<file path="config.mk">
export PLATFORM = sky130hd
export DESIGN_NAME = pbuv_divider
export DESIGN_NICKNAME = d
export VERILOG_FILES = /design/src/rtl/pbuv_pkg.sv /design/src/rtl/pbuv_div_cell.sv /design/src/rtl/pbuv_divider.sv
export SDC_FILE = /design/constraint.sdc
export NUM_CORES = 2
export LEC_CHECK = 0
export BUFFER_PORTS_ARGS = -buffer_cell sky130_fd_sc_hd__buf_2
export CORE_MARGIN = 2
export CORE_UTILIZATION = 42
export CTS_CLUSTER_DIAMETER = 200
export DETAILED_ROUTE_END_ITERATION = 8
export PLACE_DENSITY_LB_ADDON = 0.3
export SETUP_SLACK_MARGIN = 0.05
export SLEW_MARGIN = 25
export SYNTH_ARGS = -nofsm -noshare
export SYNTH_HDL_FRONTEND = slang
export SYNTH_SLANG_ARGS = --single-unit
</file>
<file path="constraint.sdc">
create_clock -name clock -period 2.72 [get_ports clock]
set_input_delay 0.136 -clock clock [delete_from_list [all_inputs] [get_ports clock]]
set_output_delay 0.136 -clock clock [all_outputs]
set_load 0.05 [all_outputs]
</file>
<file path="src/rtl/pbuv_pkg.sv">
// ----------------------------------------------------------------------------
// Polygon boundary UV mapper package
// Shared widths, register indexes, the CORDIC arctangent table and the
// fixed-point helpers used by the mapper pipeline and its cells.
// ----------------------------------------------------------------------------
`default_nettype none

package pbuv_pkg;

   localparam int MAX_VERTS     = 1024;
   localparam int VCOUNT_W      = 11;
   localparam int INDEX_W       = 10;
   localparam int EDGE_W        = 10;
   localparam int SHAPE_W       = 2;
   localparam int UV_W          = 17;
   localparam int FRAC_BITS     = 16;
   localparam int WORK_BITS     = 30;
   localparam int CORDIC_STAGES = 18;
   localparam int STAGE_W       = 5;
   localparam int XY_W          = 32;
   localparam int Z_W           = 34;
   localparam int X_START       = 326016437;
   localparam int DIV_BITS      = 32;
   localparam int DIV_W         = 12;
   localparam int CSR_INDEX_W   = 1;
   localparam int CSR_DATA_W    = 11;

   localparam logic [CSR_INDEX_W-1:0] REG_VERTEX_COUNT = 1'b0;
   localparam logic [CSR_INDEX_W-1:0] REG_SHAPE_MODE   = 1'b1;

   localparam logic [SHAPE_W-1:0] SHAPE_CIRCLE   = 2'd0;
   localparam logic [SHAPE_W-1:0] SHAPE_TRIANGLE = 2'd1;
   localparam logic [SHAPE_W-1:0] SHAPE_SQUARE   = 2'd2;
   localparam logic [SHAPE_W-1:0] SHAPE_PENTAGON = 2'd3;

   localparam int PIPE_DEPTH = 4 + DIV_BITS + 1 + DIV_BITS + CORDIC_STAGES + 3 + DIV_BITS + 2;

   function automatic logic [31:0] atan_turns(input logic [STAGE_W-1:0] k);
      logic [31:0] a;
      unique case (k)
         5'd0:  a = 32'd536870912;
         5'd1:  a = 32'd316933406;
         5'd2:  a = 32'd167458907;
         5'd3:  a = 32'd85004756;
         5'd4:  a = 32'd42667331;
         5'd5:  a = 32'd21354465;
         5'd6:  a = 32'd10680862;
         5'd7:  a = 32'd5340245;
         5'd8:  a = 32'd2670675;
         5'd9:  a = 32'd1335087;
         5'd10: a = 32'd667544;
         5'd11: a = 32'd333772;
         5'd12: a = 32'd166886;
         5'd13: a = 32'd83443;
         5'd14: a = 32'd41721;
         5'd15: a = 32'd20860;
         5'd16: a = 32'd10430;
         5'd17: a = 32'd5215;
         5'd18: a = 32'd2607;
         5'd19: a = 32'd1303;
         5'd20: a = 32'd651;
         5'd21: a = 32'd325;
         5'd22: a = 32'd162;
         5'd23: a = 32'd81;
         5'd24: a = 32'd40;
         5'd25: a = 32'd20;
         5'd26: a = 32'd10;
         5'd27: a = 32'd5;
         5'd28: a = 32'd2;
         5'd29: a = 32'd1;
         default: a = 32'd0;
      endcase
      return a;
   endfunction

   // Rounds a work value to the output grid, ties up, and clamps to [0, 1.0].
   function automatic logic [UV_W-1:0] to_uv(input logic signed [35:0] w);
      logic signed [35:0] rounded;
      logic [UV_W-1:0]    r;
      rounded = (w + (36'sd1 <<< (WORK_BITS - FRAC_BITS - 1)))
                >>> (WORK_BITS - FRAC_BITS);
      if (rounded < 36'sd0) begin
         r = '0;
      end else if (rounded > (36'sd1 <<< FRAC_BITS)) begin
         r = UV_W'(1 << FRAC_BITS);
      end else begin
         r = rounded[UV_W-1:0];
      end
      return r;
   endfunction

endpackage

`default_nettype wire

</file>
<file path="src/rtl/pbuv_div_cell.sv">
// ----------------------------------------------------------------------------
// Divider cell
// One restoring division step: shifts in one numerator bit, subtracts the
// divisor when it fits and shifts the quotient bit into the low end.
// ----------------------------------------------------------------------------
`default_nettype none

module pbuv_div_cell (
   input  logic                         clock,
   input  logic                         enable,
   input  logic [pbuv_pkg::DIV_W-1:0]    rem_prev,
   input  logic [pbuv_pkg::DIV_BITS-1:0] nq_prev,
   input  logic [pbuv_pkg::DIV_W-1:0]    divisor_prev,
   output logic [pbuv_pkg::DIV_W-1:0]    rem,
   output logic [pbuv_pkg::DIV_BITS-1:0] nq,
   output logic [pbuv_pkg::DIV_W-1:0]    divisor
);
   import pbuv_pkg::*;

   logic [DIV_W-1:0]    rem_ff, rem_in;
   logic [DIV_BITS-1:0] nq_ff, nq_in;
   logic [DIV_W-1:0]    divisor_ff;
   logic [DIV_W:0]      trial;
   logic                fits;

   always_comb begin
      trial  = {rem_prev, nq_prev[DIV_BITS-1]};
      fits   = trial >= {1'b0, divisor_prev};
      rem_in = fits ? DIV_W'(trial - {1'b0, divisor_prev}) : trial[DIV_W-1:0];
      nq_in  = {nq_prev[DIV_BITS-2:0], fits};
   end

   always_ff @(posedge clock) begin
      if (enable) begin
         rem_ff     <= rem_in;
         nq_ff      <= nq_in;
         divisor_ff <= divisor_prev;
      end
   end

   assign rem     = rem_ff;
   assign nq      = nq_ff;
   assign divisor = divisor_ff;

endmodule

`default_nettype wire

</file>
<file path="src/rtl/pbuv_divider.sv">
// ----------------------------------------------------------------------------
// Pipelined divider
// A chain of divider cells giving a full quotient word and the remainder.
// The starting remainder must be below the divisor.
// ----------------------------------------------------------------------------
`default_nettype none

module pbuv_divider (
   input  logic                         clock,
   input  logic                         enable,
   input  logic [pbuv_pkg::DIV_W-1:0]    rem_init,
   input  logic [pbuv_pkg::DIV_BITS-1:0] low_word,
   input  logic [pbuv_pkg::DIV_W-1:0]    divisor,
   output logic [pbuv_pkg::DIV_BITS-1:0] quotient,
   output logic [pbuv_pkg::DIV_W-1:0]    remainder
);
   import pbuv_pkg::*;

   logic [DIV_W-1:0]    rem_w [DIV_BITS+1];
   logic [DIV_BITS-1:0] nq_w  [DIV_BITS+1];
   logic [DIV_W-1:0]    div_w [DIV_BITS+1];

   assign rem_w[0] = rem_init;
   assign nq_w[0]  = low_word;
   assign div_w[0] = divisor;

   for (genvar g = 0; g < DIV_BITS; g++) begin : g_cell
      pbuv_div_cell u_cell (
         .clock        (clock),
         .enable       (enable),
         .rem_prev     (rem_w[g]),
         .nq_prev      (nq_w[g]),
         .divisor_prev (div_w[g]),
         .rem          (rem_w[g+1]),
         .nq           (nq_w[g+1]),
         .divisor      (div_w[g+1])
      );
   end

   assign quotient  = nq_w[DIV_BITS];
   assign remainder = rem_w[DIV_BITS];

endmodule

`default_nettype wire

</file>
==> report_table.html <==
<table>
<tr><th>Metric</th><th>Value</th></tr>
<tr><th colspan="2">STA</th></tr>
<tr><td>Worst-case headroom to the max-slew limit</td><td>56.28%</td></tr>
<tr><td>Setup clock skew after layout</td><td>24.65 ps</td></tr>
<tr><td>Highest Clock Rate</td><td>367.6 MHz</td></tr>
<tr><td>Final total negative setup slack</td><td>0 ps</td></tr>
<tr><td>Clock period minus worst slack</td><td>2720 ps</td></tr>
<tr><td>Final number of hold-violating endpoints</td><td>0</td></tr>
<tr><td>Number of setup violations in the final report</td><td>0</td></tr>
<tr><td>Transition at the pin with the smallest max-transition slack</td><td>655.9 ps</td></tr>
<tr><td>Unrepaired setup endpoints after global routing</td><td>yes</td></tr>
<tr><td>Total count of max-transition violations in the final report</td><td>0</td></tr>
<tr><td>Final worst path period share</td><td>100.0%</td></tr>
<tr><td>Slack of the critical path</td><td>0.01199 ps</td></tr>
<tr><th colspan="2">Routing</th></tr>
<tr><td>Count of unresolved DRC violations after routing</td><td>0</td></tr>
<tr><td>Number of search-and-repair iterations in the first detailed-routing pass</td><td>7</td></tr>
<tr><td>Iter 0 DRT Violations</td><td>2548</td></tr>
<tr><td>Drt wl/cell</td><td>15.63 um</td></tr>
<tr><td>Routed wire length</td><td>127600 um</td></tr>
<tr><td>Total number of vias</td><td>40900</td></tr>
<tr><td>Number of routed nets with antenna violations</td><td>0</td></tr>
<tr><td>Vias per cell</td><td>5.007</td></tr>
<tr><th colspan="2">Yosys</th></tr>
<tr><td>Post-Syn Instances</td><td>4968</td></tr>
<tr><td>Seq/Total Area, Yosys</td><td>69.75%</td></tr>
<tr><td>Syn_nets</td><td>5442</td></tr>
<tr><td>Post-synth cell types</td><td>61</td></tr>
<tr><td>Top FF cell, synth</td><td>sky130_fd_sc_hd__edfxtp_1</td></tr>
<tr><td>Number of warnings printed during yosys synthesis</td><td>0</td></tr>
<tr><td>Post-synth ARST share</td><td>0%</td></tr>
<tr><td>Netlist area before placement</td><td>76630 sq um</td></tr>
<tr><td>Count of state elements after synthesis</td><td>1780</td></tr>
<tr><td>Synthesized area divided by synthesized cell count</td><td>15.42 sq um</td></tr>
<tr><td>Count of flip-flops with a built-in enable after synthesis</td><td>1780</td></tr>
<tr><th colspan="2">Setup path</th></tr>
<tr><td>Nature of the critical path startpoint</td><td>register</td></tr>
<tr><td>Critical Path End Type</td><td>register</td></tr>
<tr><td>Worst Reg-to-Reg Cells</td><td>11</td></tr>
<tr><td>Critical R2R Capture</td><td>g_cell[19].u_cell.rem[10]</td></tr>
<tr><td>Worst setup path category</td><td>register to register</td></tr>
<tr><td>Required time of the critical path</td><td>3290 ps</td></tr>
<tr><td>Arrival time of data at the critical path endpoint</td><td>3290 ps</td></tr>
<tr><td>Crit Reg-Reg Startpoint</td><td>g_cell[18].u_cell.divisor[1]</td></tr>
<tr><td>Critical-path maximum fanout</td><td>5</td></tr>
<tr><td>Register-to-Register Setup Slack</td><td>0.01 ps</td></tr>
<tr><th colspan="2">Outcome</th></tr>
<tr><td>Outcome</td><td>finished, final reports clean</td></tr>
<tr><th colspan="2">Clocking</th></tr>
<tr><td>H-tree depth</td><td>4</td></tr>
<tr><td>Clock buffers created by TritonCTS</td><td>188</td></tr>
<tr><td>Clock tree from TritonCTS</td><td>yes</td></tr>
<tr><td>Latest clock arrival within the worst-skew pair</td><td>830 ps</td></tr>
<tr><td>Root Buffer Master</td><td>sky130_fd_sc_hd__clkbuf_16</td></tr>
<tr><td>Number of clock sinks</td><td>1780</td></tr>
<tr><td>Clock-pin slew on the worst setup and hold paths</td><td>60 ps</td></tr>
<tr><td>Buffer levels on the longest clock path</td><td>3</td></tr>
<tr><th colspan="2">Power</th></tr>
<tr><td>Power share of the combinational group</td><td>33.8%</td></tr>
<tr><td>Leakage power of the design</td><td>35.31 nW</td></tr>
<tr><td>Share of total power consumed by net switching</td><td>29.97%</td></tr>
<tr><td>Clock share of power</td><td>26.5%</td></tr>
<tr><td>Ratio of total power to cell area</td><td>1081 nW/um^2</td></tr>
<tr><td>Switching power</td><td>29.48 mW</td></tr>
<tr><td>VDD IR max</td><td>587.7 uV</td></tr>
<tr><td>Internal Power</td><td>68.88 mW</td></tr>
<tr><td>Total Power</td><td>98.36 mW</td></tr>
<tr><td>Sequential share of power</td><td>39.8%</td></tr>
<tr><th colspan="2">Floorplanning</th></tr>
<tr><td>Vertical die dimension</td><td>431.1 um</td></tr>
<tr><td>Die outline area</td><td>185900 sq um</td></tr>
<tr><td>Top Ports</td><td>102</td></tr>
<tr><td>Standard-cell rows</td><td>156</td></tr>
<tr><td>Core box area</td><td>180900 sq um</td></tr>
<tr><td>Starting utilization of the core area</td><td>42.35%</td></tr>
<tr><td>Die W</td><td>431.1 um</td></tr>
<tr><th colspan="2">Place</th></tr>
<tr><td>Number of input and output port buffers inserted</td><td>101</td></tr>
<tr><td>Worst slack at placement</td><td>-85.81 ps</td></tr>
<tr><td>Number of cells in the design after placement</td><td>7665</td></tr>
<tr><td>Weighted congestion at the end of routability-driven global placement</td><td>0.8683</td></tr>
<tr><td>Hpwl dp</td><td>84260 um</td></tr>
<tr><th colspan="2">Global route</th></tr>
<tr><td>GR Util All Layers</td><td>13.57%</td></tr>
<tr><td>Wire length of the first global-routing pass</td><td>207700 um</td></tr>
<tr><td>Via count of the first global-routing pass</td><td>40810</td></tr>
<tr><td>Largest net degree at the start of global routing</td><td>109</td></tr>
<tr><td>Total grt overflow</td><td>0</td></tr>
<tr><td>Antenna violations before repair</td><td>0</td></tr>
<tr><th colspan="2">Layout</th></tr>
<tr><td>Final #Nets</td><td>6114</td></tr>
<tr><td>Synthesis-to-finish area growth</td><td>18.79%</td></tr>
<tr><td>Final core area utilization</td><td>50.31%</td></tr>
<tr><td>Share of final-layout standard cells stronger than drive strength 1</td><td>20.46%</td></tr>
<tr><td>Commonest cells after routing, fill and taps aside</td><td>sky130_fd_sc_hd__edfxtp_1 (1780), sky130_fd_sc_hd__inv_1 (468), sky130_fd_sc_hd__ha_1 (370)</td></tr>
<tr><td>Fill cell instance count of the final layout</td><td>14900</td></tr>
<tr><td>Commonest non-fill, non-tap cell in the layout</td><td>sky130_fd_sc_hd__edfxtp_1</td></tr>
<tr><td>Final cell count without fillers</td><td>8167</td></tr>
<tr><th colspan="2">Flow run</th></tr>
<tr><td>Maximum capacitance violations</td><td>0</td></tr>
<tr><th colspan="2">Hold path</th></tr>
<tr><td>Min-Delay Startpoint</td><td>rem_init[1]</td></tr>
<tr><td>Endpoint with the worst hold slack</td><td>g_cell[0].u_cell.rem[2]</td></tr>
<tr><td>Hold Path Cell Cnt</td><td>3</td></tr>
<tr><td>Type of the worst min-delay path</td><td>primary input to register</td></tr>
</table>
## synth_stat cells, types with 4 or more instances
cell type                   count  share of area (%)
sky130_fd_sc_hd__nor4_1        16               0.13
sky130_fd_sc_hd__mux2_4         8               0.16
sky130_fd_sc_hd__or3_1         16               0.13
sky130_fd_sc_hd__a21oi_1      197                1.3
sky130_fd_sc_hd__o21bai_1       5              0.049
sky130_fd_sc_hd__xnor2_1      120                1.4
sky130_fd_sc_hd__nand2b_1     118               0.96
sky130_fd_sc_hd__a211oi_1      30               0.29
sky130_fd_sc_hd__o311ai_0      38               0.43
sky130_fd_sc_hd__mux2_2       282                4.1
sky130_fd_sc_hd__nand3b_1      14               0.14
sky130_fd_sc_hd__clkbuf_1      16              0.078
sky130_fd_sc_hd__xor2_1       107                1.2
sky130_fd_sc_hd__buf_2         25               0.16
sky130_fd_sc_hd__nand2_1      125               0.61
sky130_fd_sc_hd__mux2i_1       78                1.0
sky130_fd_sc_hd__o21ba_2       14               0.18
sky130_fd_sc_hd__nand4_1       28               0.23
sky130_fd_sc_hd__o31a_1        10               0.11
sky130_fd_sc_hd__nor2b_1       59               0.48
sky130_fd_sc_hd__a21o_1       143                1.4
sky130_fd_sc_hd__o31ai_1       51               0.50
sky130_fd_sc_hd__a31oi_1       40               0.33
sky130_fd_sc_hd__nor3_1        71               0.46
sky130_fd_sc_hd__and3_1        47               0.38
sky130_fd_sc_hd__nor4b_1       10               0.11
sky130_fd_sc_hd__o211ai_1       4              0.039
sky130_fd_sc_hd__nor3b_1       10              0.098
sky130_fd_sc_hd__ha_1         384                6.3
sky130_fd_sc_hd__fa_1          32               0.84
sky130_fd_sc_hd__a21oi_2        6              0.069
sky130_fd_sc_hd__a2111oi_0     40               0.46
sky130_fd_sc_hd__nand3_1       88               0.57
sky130_fd_sc_hd__inv_1        473                2.3
sky130_fd_sc_hd__edfxtp_1    1780                 70
sky130_fd_sc_hd__mux2_1         4              0.059
sky130_fd_sc_hd__o21ai_0      153                1.0
sky130_fd_sc_hd__o311a_1       12               0.16
sky130_fd_sc_hd__nor2_1       242                1.2
sky130_fd_sc_hd__or2_2         20               0.16
sky130_fd_sc_hd__o22ai_1        4              0.033
sky130_fd_sc_hd__o21a_1        18               0.18
## worst max-delay path by stage
stage | startpoint | endpoint | slack, ps | cells past startpoint
floorplan | g_cell[30].u_cell.rem[0] | g_cell[31].u_cell.rem[2] | -40 | 9
global placement | g_cell[18].u_cell.divisor[1] | g_cell[19].u_cell.rem[3] | -20 | 10
detailed placement | g_cell[17].u_cell.rem[5] | g_cell[18].u_cell.rem[7] | -90 | 9
CTS | g_cell[18].u_cell.divisor[1] | g_cell[19].u_cell.rem[2] | 5 | 10
global route | g_cell[18].u_cell.divisor[1] | g_cell[19].u_cell.rem[8] | -120 | 11
finish | g_cell[18].u_cell.divisor[1] | g_cell[19].u_cell.rem[10] | 0.01 | 11
## metal layers
metal	wire length [um]	GRT usage, %	vias up
met2	59570	21.46	702
li1	-	-	20150
met3	5090	2.598	291
met1	58960	18.46	19750
met5	0	0	-
met4	4009	5.516	0
## area by class of cell
cell class | count | area, sq um | share of cell area [%]
inverters | 473 | 1775 | 1.950
clock buffers | 219 | 4821 | 5.296
diodes | 1 | 2.502 | 0.002749
well taps | 2370 | 2965 | 3.258
repair buffers | 527 | 4390 | 4.823
multi-input cells | 2670 | 22010 | 24.18
flip-flops and latches | 1780 | 53450 | 58.72
clock inverters | 127 | 1607 | 1.765
## flip-flops by register name, indices dropped and copies added (netlist names)
name	cells
g_cell.u_cell.divisor	372
g_cell.u_cell.rem	384
g_cell.u_cell.nq	1024
## power groups by stage
stage	sequential (mW)	clock, mW	combinational, mW
floorplan	38.9	0	22.8
global placement	39.7	0	30.1
detailed placement	39.6	0	30.9
CTS	39.2	27.0	31.8
global route	39.6	28.1	36.7
finish	39.1	26.0	33.2
## stage by stage
step	cell area, sq um	hold WS, ps
after floorplan	76670	234.9
after global placement	82410	312.3
after detailed placement	82410	314.1
after CTS	90120	95.64
after global routing	91020	132.4
final	91030	172.7
## cells by family (layout without fill, tap and decap cells)
family                   after synthesis  in the layout  synth area share [%]
buffers and inverters                518           1346                 2.612
adder cells (fa/ha/maj)              416            416                 7.106
AO/OA/AOI/OAI                        781            781                 6.779
AND/OR/NAND/NOR                      874            874                 5.777
XOR/XNOR                             227            227                 2.595
multiplexers                         372            372                 5.378
flip-flops                          1780           1780                 69.75
other                                  0              1                     0
## critical path, cell delays in order (launching register included)
cell and delay [ps]:
sky130_fd_sc_hd__edfxtp_1 410, sky130_fd_sc_hd__inv_2 90, sky130_fd_sc_hd__ha_4 200, sky130_fd_sc_hd__nor2b_4 120, sky130_fd_sc_hd__o31a_1 250, sky130_fd_sc_hd__or3_1 320
sky130_fd_sc_hd__a21oi_2 190, sky130_fd_sc_hd__a21oi_2 90, sky130_fd_sc_hd__a2111oi_4 180, sky130_fd_sc_hd__buf_4 190, sky130_fd_sc_hd__clkbuf_16 150, sky130_fd_sc_hd__mux2_4 300
## repair_timing
item,CTS,global route
endpoints found under the hold margin,194,0
pin swaps,3,34
setup buffers,6,40
hold buffers,102,0
endpoints found under the setup margin,207,328
gates resized for setup,57,137
gates cloned,0,7
No activity file was read; power rests on OpenSTA's default activity.
